## src/rtl/sme_pkg.sv

```systemverilog
package sme_pkg;

  localparam int unsigned OPCODE_W    = 4;
  localparam int unsigned WORD_W      = 64;
  localparam int unsigned STATUS_W    = 3;
  localparam int unsigned PLEN_W      = 11;
  localparam int unsigned DEPTH_OUT_W = 11;

  typedef logic [WORD_W-1:0] word_t;

  // instruction codes; codes above emit are illegal
  typedef enum logic [OPCODE_W-1:0] {
    OP_NOP    = 4'd0,
    OP_PUSH   = 4'd1,
    OP_DUP    = 4'd2,
    OP_ADD    = 4'd3,
    OP_SUB    = 4'd4,
    OP_MUL    = 4'd5,
    OP_DIV    = 4'd6,
    OP_JMP    = 4'd7,
    OP_JMP_IF = 4'd8,
    OP_EQ     = 4'd9,
    OP_HALT   = 4'd10,
    OP_EMIT   = 4'd11
  } op_e;

  typedef enum logic [STATUS_W-1:0] {
    ST_OK              = 3'd0,
    ST_OVERFLOW        = 3'd1,
    ST_UNDERFLOW       = 3'd2,
    ST_ILLEGAL_OP      = 3'd3,
    ST_DIV_ZERO        = 3'd4,
    ST_ILLEGAL_ACCESS  = 3'd5,
    ST_ILLEGAL_OPERAND = 3'd6,
    ST_OK_NOP          = 3'd7
  } status_e;

  typedef enum logic [2:0] {
    S_IDLE,
    S_RD,
    S_RD2,
    S_MUL,
    S_DIV,
    S_WB
  } state_e;

endpackage

```

## src/rtl/sme_div.sv

```systemverilog
module sme_div (
  input  logic          clk_i,
  input  logic          rst_ni,
  input  logic          start_i,
  input  sme_pkg::word_t a_i,
  input  sme_pkg::word_t b_i,
  output logic          done_o,
  output sme_pkg::word_t result_o
);
  import sme_pkg::*;

  localparam int unsigned CW = $clog2(WORD_W);

  logic          busy_q;
  logic [CW-1:0] cnt_q;
  logic          done_q;
  logic          neg_q;
  word_t         mb_q, rem_q, quo_q;
  logic [WORD_W:0] shifted, diff;

  // one restoring step per cycle
  always_comb begin
    shifted = {rem_q, quo_q[WORD_W-1]};
    diff    = shifted - {1'b0, mb_q};
  end

  always_ff @(posedge clk_i or negedge rst_ni) begin
    if (!rst_ni) begin
      busy_q <= 1'b0;
      cnt_q  <= '0;
      done_q <= 1'b0;
    end else begin
      done_q <= busy_q && (cnt_q == CW'(WORD_W - 1));
      if (start_i) begin
        busy_q <= 1'b1;
        cnt_q  <= '0;
      end else if (busy_q) begin
        cnt_q <= cnt_q + CW'(1);
        if (cnt_q == CW'(WORD_W - 1)) begin
          busy_q <= 1'b0;
        end
      end
    end
  end

  // magnitudes on start, quotient sign applied at the end
  always_ff @(posedge clk_i) begin
    if (start_i) begin
      neg_q <= a_i[WORD_W-1] ^ b_i[WORD_W-1];
      quo_q <= a_i[WORD_W-1] ? (-a_i) : a_i;
      mb_q  <= b_i[WORD_W-1] ? (-b_i) : b_i;
      rem_q <= '0;
    end else if (busy_q) begin
      if (!diff[WORD_W]) begin
        rem_q <= diff[WORD_W-1:0];
        quo_q <= {quo_q[WORD_W-2:0], 1'b1};
      end else begin
        rem_q <= shifted[WORD_W-1:0];
        quo_q <= {quo_q[WORD_W-2:0], 1'b0};
      end
    end
  end

  assign done_o   = done_q;
  assign result_o = neg_q ? (-quo_q) : quo_q;

endmodule

```

## config.mk

```make
export PLATFORM = sky130hd
export DESIGN_NAME = sme_div
export DESIGN_NICKNAME = d
export VERILOG_FILES = /design/src/rtl/sme_pkg.sv /design/src/rtl/sme_div.sv
export SDC_FILE = /design/constraint.sdc
export NUM_CORES = 1
export LEC_CHECK = 0
export BUFFER_PORTS_ARGS = -buffer_cell sky130_fd_sc_hd__buf_2
export CORE_MARGIN = 2
export CORE_UTILIZATION = 30
export DETAILED_ROUTE_END_ITERATION = 16
export PLACE_DENSITY = 0.44
export SLEW_MARGIN = 10
export SYNTH_ARGS = -nofsm -noshare
export SYNTH_HDL_FRONTEND = slang
export SYNTH_SLANG_ARGS = --single-unit
```

## constraint.sdc

```tcl
create_clock -name clk_i -period 5.9 [get_ports clk_i]
set_input_delay 0.885 -clock clk_i [delete_from_list [all_inputs] [get_ports clk_i]]
set_output_delay 0.885 -clock clk_i [all_outputs]
set_load 0.01 [all_outputs]
```

=== After elaboration in Yosys (flattened, before gate mapping) ===
Cells that the tools add are included.

* Register bits after elaboration: 201
* Input port bits: 131
* Output and inout port bits: 65
* Logic and storage cells: 29

* Add/subtract/negate cells: 5
* Eq/ne operators: 1
* Multiplexer cells: 12
* Bitwise operators: 1
* Reductions and logical operators: 2

{| class="wikitable"
|+ Operators with widths
! cell !! count
|-
| 2-to-1 mux 64 bit || 5
|-
| negation 64 bit || 3
|-
| subtractor 65 x 64 -> 65 bit || 1
|-
| 2-to-1 mux 63 bit || 1
|-
| 2-to-1 mux 6 bit || 2
|-
| adder 6 x 1 -> 6 bit (second input constant) || 1
|-
| equality test 6 bit (second input constant) || 1
|-
| 2-to-1 mux 1 bit || 4
|-
| nonzero test 2 bit || 1
|-
| logical AND 1 bit || 1
|-
| bitwise XOR 1 bit || 1
|}

=== Depth between registers and ports, before layout ===
* Word-level depth: 4
* Mapped depth: 16
* Gate-level depth less buffers: 14

=== Least setup slack after synthesis ===
OpenSTA, ideal clock, no wires.

* Kind: register to output
* Start: register quo_q[17]
* End: output result_o[55]
* Arrival time: 4,225 ps
* Required time: 5,015 ps
* Slack: 790 ps
* Cell stages (with the launch flop): 13
* Path buffers: 1
* Cell sequence: edfxtp_1 or3_1 or3_4 or4_1 or3_1 or4_4 or2_4 or3_4 or3_4 or4_4 buf_6 o41ai_4 xnor2_1

* Cells in the longest elaborated chain, start to end: 2

{| class="wikitable"
|+ Ends and longest elaborated chain
! what !! RTL line !! text
|-
| from (decl) || sme_div.sv:18 || <nowiki>word_t mb_q, rem_q, quo_q;</nowiki>
|-
| from (signal assigned) || sme_div.sv:50 || <nowiki>quo_q <= a_i[WORD_W-1] ? (-a_i) : a_i;</nowiki>
|-
| from (signal assigned) || sme_div.sv:56 || <nowiki>quo_q <= {quo_q[WORD_W-2:0], 1'b1};</nowiki>
|-
| from (signal assigned) || sme_div.sv:59 || <nowiki>quo_q <= {quo_q[WORD_W-2:0], 1'b0};</nowiki>
|-
| negation 64 bit || sme_div.sv:65 || <nowiki>assign result_o = neg_q ? (-quo_q) : quo_q;</nowiki>
|-
| 2-to-1 mux 64 bit || sme_div.sv:65 ||
|-
| to (decl) || sme_div.sv:8 || <nowiki>output sme_pkg::word_t result_o</nowiki>
|}

No other way between the ends.

=== Worst setup path in the final report ===
* Start: register quo_q[17]
* End: output result_o[61]

Same word-level chain as after synthesis.

==> summary.md <==
| Metric | Value |
|---|---|
| Status | completed |
| Yosys warnings | 0 |
| Share of flip-flops with an asynchronous set or reset | 0.0398 |
| DR pass1 iterations | 5 |
| Startpoint Class | flip-flop |
| Peak VDD IR | 196 µV |
| Mapped Nets | 2001 |
| CTS root buffer | clkbuf_16 |
| Grt ovf | 0 |
| CTS tree | yes |
| Final HPWL DP | 33.9 mm |
| Die area | 53600 µm² |
| Final Cycle Share | 0.991 |
| Final setup viols | 0 |
| Peak Freq | 171 MHz |
| Wire length per cell | 16.9 µm |
| Worst-Margin Slew | 1.04 ns |
| Crit-path cells | or3_4 -> or3_4 -> or4_1 -> or3_1 -> or4_4 -> or2_4 -> or3_4 -> or3_4 -> or4_4 -> o31ai_4 -> xnor2_1 -> buf_2 |
| Post-route cell area | 18000 µm² |
| Vias in the first global route | 13200 |
| CTS Buffer Depth | 3 |
| Ys flop type | edfxtp_1 |
| Minimum clock period | 5.85 ns |
| Top Ports | 196 |
| Final Hold Fails | 0 |
| Crit Path Max Fanout | 6 |
| Synth Register Bits | 201 |
| DRC | 0 |
| Syn Area/Cell | 8.63 µm² |
| Insertion delay to the later sink of the worst-skew pair | 0.56 ns |
| Fillers | 5392 |
| Nets | 2153 |
| WP data required | 5.02 ns |
| Routed WL | 44.8 mm |
| Register Area | 5360 µm² |
| Critical Path Most Common Cell | or3_4 |
| Largest net degree at the start of global routing | 152 |
| Total track usage | 0.162 |
| Antenna violation net count after detailed routing | 0 |
| Post-synth EDFFs | 129 |
| Number of library cell types mapped by synthesis | 65 |
| Multi-input combinational cell area | 9550 µm² |
| Cell Area, Synth | 15500 µm² |
| Critical path arrival | 4.96 ns |
| PortBufs | 195 |
| Setup crit end kind | primary output |
| Max-slew violations | 0 |
| Routed vias | 13600 |
| Critical path start-end classification | flip-flop to primary output |
| Area of placed instances | 17200 µm² |
| Area growth from synthesis to layout | 16.1% |
| Routability cong. | 0.842 |
| Static leakage | 6.98 nW |
| Crit path largest cell delay | 0.53 ns |
| DR vias/cell | 5.12 |
| Slowest cell on the critical path | or4_4 |
| RSZ-0062 raised after global routing | yes |
| FP Rows | 83 |
| First-pass GRT wire length | 70.6 mm |
| Die extent in y | 232 µm |
| Max-cap violations | 0 |
| Seq/Total Area, Yosys | 0.345 |
| Most frequent cells in the layout | buf_2, nor2_1, xnor2_1 |
| Initial Util | 0.303 |
| Initial antenna violation count | 3 |
| H-tree levels | 1 |
| Commonest non-fill, non-tap cell in the layout | buf_2 |
| Post-Route Skew | 0.0204 ns |
| Cells after synthesis | 1801 |
| Core Footprint | 51300 µm² |
| Cts hold-fix bufs | 0 |
| Min-delay worst type | input pin to async pin |
| Setup TNS Final | 0 ns |
| Initial DRC Count | 648 |
| Cts bufs inserted | 26 |
| Die X | 232 µm |
| Max transition margin | 0.305 |
| Clock sink total | 201 |
| Clock slew at reported path FFs | 0.06 ns |
| Layout cell share with drive strength beyond 1 | 0.147 |
| Pwr Density | 230 nW/µm² |
==> cell usage after synthesis, types with 17 or more instances <==
master    instances  share of area
xor2_1           89          0.050
inv_1            89          0.022
or4_1            23          0.011
o31ai_1          47          0.023
o21ai_0         123          0.040
dfxtp_1          64          0.082
nand2_1         151          0.036
nor2_1          171          0.041
nor3_1           33          0.011
nor4_1           18         0.0072
a21o_1           37          0.018
ha_1             68          0.055
or3_1            38          0.015
nand2b_1         24         0.0097
nand3_1          23         0.0074
clkbuf_1         78          0.019
nand4_1          17         0.0068
xnor2_1         159          0.090
mux2i_1          52          0.034
a21oi_1         131          0.042
o41ai_1          23          0.013
edfxtp_1        129           0.25
a211oi_1         53          0.026
==> sequential cells by signal, summed over array words and instances (netlist names) <==
name,flops
mb_q,64
quo_q,64
rem_q,64
cnt_q,6
busy_q,1
done_o,1
neg_q,1
==> timing repair <==
item,CTS,global route
setup buffers,2,3
hold endpoints to repair,0,0
gates resized for setup,0,2
pin swaps,0,2
setup endpoints to repair,5,6
==> logic make-up (layout without fill, tap and decap cells) <==
logic type,Yosys count,after routing,synth area share
and+or+nand+nor,547,547,0.169
AOI/OAI and AO/OA,496,496,0.205
xor gates and xnor gates,248,248,0.140
DFF,201,201,0.345
buffers and inverters,175,347,0.0430
adders and majority gates,69,69,0.0561
muxes,65,65,0.0429
other,0,1,0
==> worst max-delay path: cells and delay by family (launching register included) <==
kind                   cells  cell delay [ns]
XOR/XNOR                   1             0.14
flip-flops                 1             0.39
buffers and inverters      1             0.15
AND/OR/NAND/NOR            9             3.50
AO/OA/AOI/OAI              1             0.25
==> final cells by class <==
type	instances	area share
clock inverters	11	0.00576
diodes	1	0.000139
clock buffers	37	0.0401
flip-flops and latches	201	0.297
multi-input cells	1425	0.529
inverters	89	0.0185
well taps	680	0.0472
repair buffers	210	0.0622
==> per-layer routing <==
metal	up-vias	GRT usage	share of wire
li1	6858	-	-
met1	6369	0.215	0.47
met2	309	0.278	0.47
met3	61	0.0194	0.045
met4	0	0.0415	0.023
met5	-	0	0
==> path summary, 6_finish.rpt <==
| path | to | startpoint | cells past startpoint | slack, ns |
|---|---|---|---|---|
| max reg2reg | rem_q[17] | quo_q[63] | 14 | 1.36 |
| max in group asynchronous | busy_q | rst_ni | 1 | 5.53 |
| max | result_o[61] | quo_q[17] | 12 | 0.05 |
| min reg2reg | rem_q[2] | rem_q[2] | 2 | 0.50 |
| min in group clk_i | rem_q[2] | rem_q[2] | 2 | 0.50 |
| min | cnt_q[2] | rst_ni | 1 | 0.17 |
==> per-stage QoR <==
stage / cells / power [mW] / worst slack (ns) / hold slack (ns) / utilization
after detailed placement: 2600 / 2.62 / 0.544 / 0.491 / 0.334
after global placement: 2600 / 2.61 / 0.557 / 0.476 / 0.334
after global routing: 2654 / 4.38 / -0.105 / 0.158 / 0.352
final: 2654 / 4.16 / 0.0522 / 0.174 / 0.352
after CTS: 2650 / 4.23 / 0.000302 / 0.149 / 0.351
after floorplan: 1801 / 2.27 / 0.790 / 0.446 / -
==> power breakdown <==
part	switching, mW	internal [mW]	leakage (nW)
combinational	0.512	0.363	4.66
sequential	0.0866	1.63	1.91
clock	0.630	0.934	0.403
Note: power is estimated with default switching activity, not from simulation.
