===== src/rtl/sme_pkg.sv =====
package sme_pkg;

  localparam int unsigned OPCODE_W    = 4;
  localparam int unsigned WORD_W      = 64;
  localparam int unsigned STATUS_W    = 3;
  localparam int unsigned PLEN_W      = 11;
  localparam int unsigned DEPTH_OUT_W = 11;

  typedef logic [WORD_W-1:0] word_t;

  // instruction codes; codes above emit are illegal
  typedef enum logic [OPCODE_W-1:0] {
    OP_NOP    = 4'd0,
    OP_PUSH   = 4'd1,
    OP_DUP    = 4'd2,
    OP_ADD    = 4'd3,
    OP_SUB    = 4'd4,
    OP_MUL    = 4'd5,
    OP_DIV    = 4'd6,
    OP_JMP    = 4'd7,
    OP_JMP_IF = 4'd8,
    OP_EQ     = 4'd9,
    OP_HALT   = 4'd10,
    OP_EMIT   = 4'd11
  } op_e;

  typedef enum logic [STATUS_W-1:0] {
    ST_OK              = 3'd0,
    ST_OVERFLOW        = 3'd1,
    ST_UNDERFLOW       = 3'd2,
    ST_ILLEGAL_OP      = 3'd3,
    ST_DIV_ZERO        = 3'd4,
    ST_ILLEGAL_ACCESS  = 3'd5,
    ST_ILLEGAL_OPERAND = 3'd6,
    ST_OK_NOP          = 3'd7
  } status_e;

  typedef enum logic [2:0] {
    S_IDLE,
    S_RD,
    S_RD2,
    S_MUL,
    S_DIV,
    S_WB
  } state_e;

endpackage


===== src/rtl/sme_mul.sv =====
module sme_mul (
  input  logic          clk_i,
  input  logic          rst_ni,
  input  logic          start_i,
  input  sme_pkg::word_t a_i,
  input  sme_pkg::word_t b_i,
  output logic          done_o,
  output sme_pkg::word_t result_o
);
  import sme_pkg::*;

  localparam int unsigned HW = WORD_W / 2;

  logic           busy_q;
  logic [1:0]     cnt_q;
  logic           done_q;
  word_t          a_q, b_q, prod_q, acc_q;
  logic [HW-1:0]  mul_a, mul_b;
  word_t          prod;

  // one half-width multiplier, low half of the cross terms only
  always_comb begin
    mul_a = (cnt_q == 2'd2) ? a_q[WORD_W-1:HW] : a_q[HW-1:0];
    mul_b = (cnt_q == 2'd1) ? b_q[WORD_W-1:HW] : b_q[HW-1:0];
    prod  = WORD_W'(mul_a) * WORD_W'(mul_b);
  end

  // control
  always_ff @(posedge clk_i or negedge rst_ni) begin
    if (!rst_ni) begin
      busy_q <= 1'b0;
      cnt_q  <= '0;
      done_q <= 1'b0;
    end else begin
      done_q <= busy_q && (cnt_q == 2'd3);
      if (start_i) begin
        busy_q <= 1'b1;
        cnt_q  <= '0;
      end else if (busy_q) begin
        cnt_q <= cnt_q + 2'd1;
        if (cnt_q == 2'd3) begin
          busy_q <= 1'b0;
        end
      end
    end
  end

  // partial products, registered before accumulation
  always_ff @(posedge clk_i) begin
    if (start_i) begin
      a_q   <= a_i;
      b_q   <= b_i;
      acc_q <= '0;
    end else if (busy_q) begin
      prod_q <= prod;
      case (cnt_q)
        2'd1:    acc_q <= prod_q;
        2'd2:    acc_q <= acc_q + {prod_q[HW-1:0], {HW{1'b0}}};
        2'd3:    acc_q <= acc_q + {prod_q[HW-1:0], {HW{1'b0}}};
        default: acc_q <= acc_q;
      endcase
    end
  end

  assign done_o   = done_q;
  assign result_o = acc_q;

endmodule


===== config.mk =====
export PLATFORM = sky130hd
export DESIGN_NAME = sme_mul
export DESIGN_NICKNAME = d
export VERILOG_FILES = /design/src/rtl/sme_pkg.sv /design/src/rtl/sme_mul.sv
export SDC_FILE = /design/constraint.sdc
export NUM_CORES = 2
export LEC_CHECK = 0
export ABC_AREA = 0
export BUFFER_PORTS_ARGS = -buffer_cell sky130_fd_sc_hd__buf_2
export CAP_MARGIN = 20
export CELL_PAD_IN_SITES_DETAIL_PLACEMENT = 0
export CELL_PAD_IN_SITES_GLOBAL_PLACEMENT = 1
export CORE_MARGIN = 8
export CORE_UTILIZATION = 55
export CTS_CLUSTER_DIAMETER = 120
export DETAILED_ROUTE_END_ITERATION = 8
export PLACE_DENSITY = 0.85
export SYNTH_ARGS = -nofsm -noshare
export SYNTH_HDL_FRONTEND = slang
export SYNTH_SLANG_ARGS = --single-unit

===== constraint.sdc =====
create_clock -name clk_i -period 18.5 [get_ports clk_i]
set_input_delay 2.775 -clock clk_i [delete_from_list [all_inputs] [get_ports clk_i]]
set_output_delay 2.775 -clock clk_i [all_outputs]
set_load 0.01 [all_outputs]

### After elaboration in Yosys (flattened, before gate mapping)

Cells that the tools add are included.

* add/subtract/negate cells: 2
* $mul: 1
* div/mod/pow operators: 0
* order comparisons: 0
* eq/ne operators: 3
* shift operators: 0
* multiplexer cells: 8
* bitwise logic cells: 1
* reductions and logical operators: 6

Operators with widths (count)
* $pmux W64 S2: 1
* $add A64 B64 Y64: 1
* $mul A32 B32 Y64: 1
* $mux W32: 2
* $eq A2 B2 Y1 const B: 2
* $mux W2: 2
* $reduce_and A2 Y1: 2
* $reduce_bool A2 Y1: 2
* $mux W1: 3
* $add A2 B1 Y2 const B: 1
* $eq A2 B1 Y1 const B: 1
* $reduce_or A2 Y1: 1
* $logic_and A1 B1 Y1: 1
* $not A1 Y1: 1

* bits in registers: 260
* bits in latches: 0
* bits in writable memories: 0
* ROM bits: 0
* logic and storage cells: 28
* memories kept: 0

### Longest topological paths before layout

* word-level depth: 4
* depth in mapped cells: 36

### Least setup slack after synthesis

OpenSTA, ideal clock, no wires.

* path type: reg2reg
* from: reg cnt_q[0]
* to: reg prod_q[49] (data pin)
* library setup time: 0.260 ns
* data arrival time: 8.345 ns
* data required time: 18.240 ns
* setup slack: 9.895 ns
* cell stages (with the launch flop): 32
* path buffers: 4
* cell sequence: dfrtp_1 inv_1 ha_1 clkbuf_1 buf_2 mux2i_1 clkbuf_1 nor2_1 fa_1 inv_1 fa_1 fa_1 inv_1 fa_1 inv_1 fa_1 inv_1 fa_1 fa_1 fa_1 ha_1 buf_6 a21oi_2 o21a_1 a2bb2oi_1 nand4_1 a221oi_4 nand3_1 a21oi_2 o21ai_2 a21boi_2 xnor2_1

* cells in the longest elaborated chain, start to end: 3

RTL lines
* start, declared: line sme_mul.sv:15 `logic [1:0] cnt_q;`
* start signal, assigned: line sme_mul.sv:40 `cnt_q <= cnt_q + 2'd1;`
* $eq A2 B2 Y1 or $eq A2 B1 Y1 (tied branches): line sme_mul.sv:23, sme_mul.sv:24
* $mux W32 (on tied branches): line sme_mul.sv:23, sme_mul.sv:24
* $mul A32 B32 Y64 (*): line sme_mul.sv:25 `prod = WORD_W'(mul_a) * WORD_W'(mul_b);`
* net prod[49]: line sme_mul.sv:19 `word_t prod;`
* end signal, assigned: line sme_mul.sv:55 `prod_q <= prod;`
* end, declared: line sme_mul.sv:17 `word_t a_q, b_q, prod_q, acc_q;`

Mark *: on every way through the listed nets, which the timed path passes. The rest lies on a longest branch.
A chain may end at the register's enable or synchronous reset.

### Final worst setup path

* from: reg cnt_q[0]
* to: reg prod_q[62] (data pin)

The elaborated chain is that of the path after synthesis.

==> results.md <==
* Max FO, Critical Path at 37
* Simple-Gate Fraction of Synth Area at 12.1%
* Initial core utilization at 55.2%
* CTS Buf Count at 30
* Syn_area_per_cell at 9.62 um^2
* Skew-Pair Late Insertion Delay at 0.63 ns
* Vias in the first global route at 34,300
* RD Place Congestion at 0.951
* Post-layout util at 59.3%
* Post-DP HPWL at 106 mm
* Synth Area in Compound Gates at 6.38%
* Mapped Cells at 4,492
* Placeable Area at 0.0784 mm^2
* Final net count at 5,906
* Post-synthesis adder-cell area fraction at 50.2%
* DR iter-0 viols at 2,557
* Yosys cell types at 81
* Vias after detailed routing at 32,600
* Initial antenna violation count at 1
* Clk sinks at 260
* Post-synthesis mux area share at 3.20%
* Seq cells post-synth at 260
* DRC errors left at 0
* Post-CTS sizing at 0
* Post-synth EDFFs at 192
* Status: complete, no violations
* IO buf count at 195
* Clock skew at 0.0337 ns
* Area delta synth->final at 7.40%
* Least-Margin Pin Slew at 1.05 ns
* Clk buf depth at 3
* Clock root cell: clkbuf_16
* Final period utilization at 53.0%
* CP Data Required Time at 18.85 ns
* Register area share after synthesis at 16.5%
* H-tree depth at 1
* Overall global routing resource usage at 31.0%
* Crit Path Class: reg2reg
* Hold Fails Final Rpt at 0
* Top_reg_cell synth: edfxtp_1
* Net Count, Synth at 5,819
* Critical Path Source Type: flop
* Post-route antenna net violation count at 0
* Hold crit path type: reg2reg
* Crit. End Element: flop
* Share of layout cells above drive strength 1 at 10.2%
* Placed Cells incl. Taps at 5,597
* Clk pin slew, worst setup/hold paths at 0.07 ns
* Final setup TNS at 0 ns
* Vias/cell at 5.77
* Router iterations before antenna repair at 6
* Total of warnings raised by yosys at 0
* Setup violations, final at 0
* Largest net degree at the start of global routing at 75
* Post-CTS Hold Buffers at 0
* Pins Over Slew Limit at 0
* I/O Pins at 196
* First-pass GRT wire length at 204 mm
* Die H at 296 um
* Average wire per standard cell at 24.0 um
* Full die area at 0.0878 mm^2
* Diode count at 0
* Routed WL at 136 mm
* Die width at 296 um
* Crit path time final at 9.80 ns
* Fin cells at 5,651
* Max_cap viols at 0
* Synth Area in XOR/XNOR at 1.78%
* Max transition margin at 28.3%
* RSZ-0062 raised after global routing: no
* Global route total overflow at 0
* Worst EP arrival at 10.16 ns
* Cell Rows at 103
* Filler cells at 6,842
* Highest clock rate at 102 MHz
* Mapped Area at 0.0432 mm^2
* Post-CTS setup buffers at 0
* Async set-or-reset flop fraction in the synthesized netlist at 1.54%
* Largest family of logic cells by synthesized area: adder cells
* TritonCTS clock tree: yes
-- worst paths after layout --
path                                                start                         to  slack (ns)  cells after the start
worst min register to register  result_o[53]$_SDFFE_PP0P_  result_o[53]$_SDFFE_PP0P_        0.49                      2
max in group asynchronous                          rst_ni       cnt_q[1]$_DFFE_PN0P_       16.40                      1
min in group asynchronous                          rst_ni           busy_q$_DFF_PN0_        1.97                      1
worst max-delay path                 cnt_q[0]$_DFFE_PN0P_       prod_q[62]$_DFFE_PP_        8.70                     26
worst min-delay path            result_o[53]$_SDFFE_PP0P_  result_o[53]$_SDFFE_PP0P_        0.49                      2
worst max register to register       cnt_q[0]$_DFFE_PN0P_       prod_q[62]$_DFFE_PP_        8.70                     26
-- per-stage QoR --
stage / hold slack, ns / setup WS [ns] / area, um^2
global route: 0.529 / 8.31 / 46400
CTS: 0.488 / 8.72 / 46400
detailed placement: 0.478 / 8.75 / 45400
global placement: 0.473 / 8.93 / 45400
floorplan: 0.489 / 9.90 / 43200
finish: 0.489 / 8.70 / 46400
-- cells in the final DEF (no fill, tap or decap), types with 7 or more instances in the layout --
master and instances:
buf_2 194, inv_1 896, a21oi_1 108, a311oi_1 13
clkbuf_16 30, nand3_1 23, a31oi_1 15, xor2_1 33
nor2_1 659, dfxtp_1 64, buf_4 67, a21oi_2 10
nor3_1 14, mux2_2 64, o21bai_1 9, fa_1 897
nand2_1 541, o21ai_0 51, xnor2_1 55, edfxtp_1 192
ha_1 297, a21o_1 64, mux2i_2 36, a22oi_1 33
nor2b_1 10, and3_1 8, and2_1 12, nand4_1 20
a211oi_1 11, o21a_1 10, o21ai_1 7, nand2b_1 10
mux2i_1 25
-- flip-flops by register name, summed over array words and instances, names as in the netlist --
signal and count:
result_o 64, cnt_q 2, b_q 64, prod_q 64, done_o 1, busy_q 1
a_q 64
-- cell families (layout without fill, tap and decap cells) --
kind of cell	count (synthesis)	count (layout)
flip-flops	260	260
multiplexers	130	130
buffers and inverters	1103	1212
adder cells (fa/ha/maj)	1196	1196
AO/OA/AOI/OAI	390	390
AND/OR/NAND/NOR	1325	1325
XOR/XNOR	88	88
-- cell usage after synthesis (4+ instances only) --
library cell / n / area share (%)
dfrtp_1: 4 / 0.23
nor2_1: 663 / 5.8
xor2_1: 33 / 0.67
xnor2_1: 55 / 1.1
and3_1: 8 / 0.12
a22oi_1: 33 / 0.57
o211ai_1: 4 / 0.069
o21ai_2: 5 / 0.10
nor3_1: 14 / 0.16
edfxtp_1: 192 / 13
inv_1: 896 / 7.8
nand2_1: 541 / 4.7
nand3_1: 23 / 0.27
nor2b_1: 10 / 0.14
nand2b_1: 10 / 0.14
or3_1: 5 / 0.072
fa_1: 897 / 42
a211o_1: 4 / 0.081
mux2_2: 64 / 1.7
a21oi_1: 108 / 1.3
clkbuf_1: 167 / 1.4
a311oi_1: 13 / 0.26
dfxtp_1: 64 / 3.0
a21oi_2: 10 / 0.20
o21bai_1: 9 / 0.16
o21ai_1: 7 / 0.081
a211oi_1: 11 / 0.19
o21a_1: 10 / 0.17
a31oi_1: 15 / 0.22
a21o_1: 64 / 1.1
nand4_1: 20 / 0.29
and2_1: 12 / 0.17
buf_1: 18 / 0.16
o21ai_0: 51 / 0.59
buf_2: 9 / 0.10
a21oi_4: 4 / 0.15
buf_6: 7 / 0.18
mux2i_1: 66 / 1.5
ha_1: 299 / 8.7
buf_4: 5 / 0.087
-- layout make-up --
| cell class | count | area, um^2 | share of cell area, % |
|---|---|---|---|
| Clock buffer | 36 | 793 | 1.71 |
| Sequential cell | 260 | 7150 | 15.4 |
| Tap cell | 1050 | 1310 | 2.83 |
| Multi-Input combinational cell | 3129 | 32100 | 69.1 |
| Clock inverter | 18 | 231 | 0.499 |
| Timing Repair Buffer | 262 | 1490 | 3.20 |
| Inverter | 896 | 3360 | 7.24 |
-- layer usage --
layer  vias up  track usage [%]  share of wire [%]
met4         2             16.0                6.4
met3       429             7.41                9.3
met2      1533             51.4                 48
met1     16700             37.9                 37
met5         -                0              0.013
li1      13900                -                  -
-- critical path, cell delays in order, from the launching register on --
cell and delay (ns):
dfrtp_1 0.46, inv_1 0.15, ha_4 0.55, buf_4 0.69, mux2i_4 0.96, nor2_1 0.15, fa_1 0.59, fa_1 0.43
fa_1 0.52, fa_1 0.46, fa_1 0.55, fa_1 0.45, fa_1 0.54, inv_1 0.07, fa_1 0.52, inv_1 0.06
ha_1 0.42, a21oi_4 0.20, o21ai_2 0.09, a21o_1 0.18, a211o_1 0.30, a41oi_2 0.23, o211ai_2 0.19, a21oi_2 0.22
o21ai_2 0.12, a311oi_2 0.26, xnor2_1 0.09
Power is not shown: default switching activity piles up to over one toggle a cycle in this logic, so the estimate is an artifact.
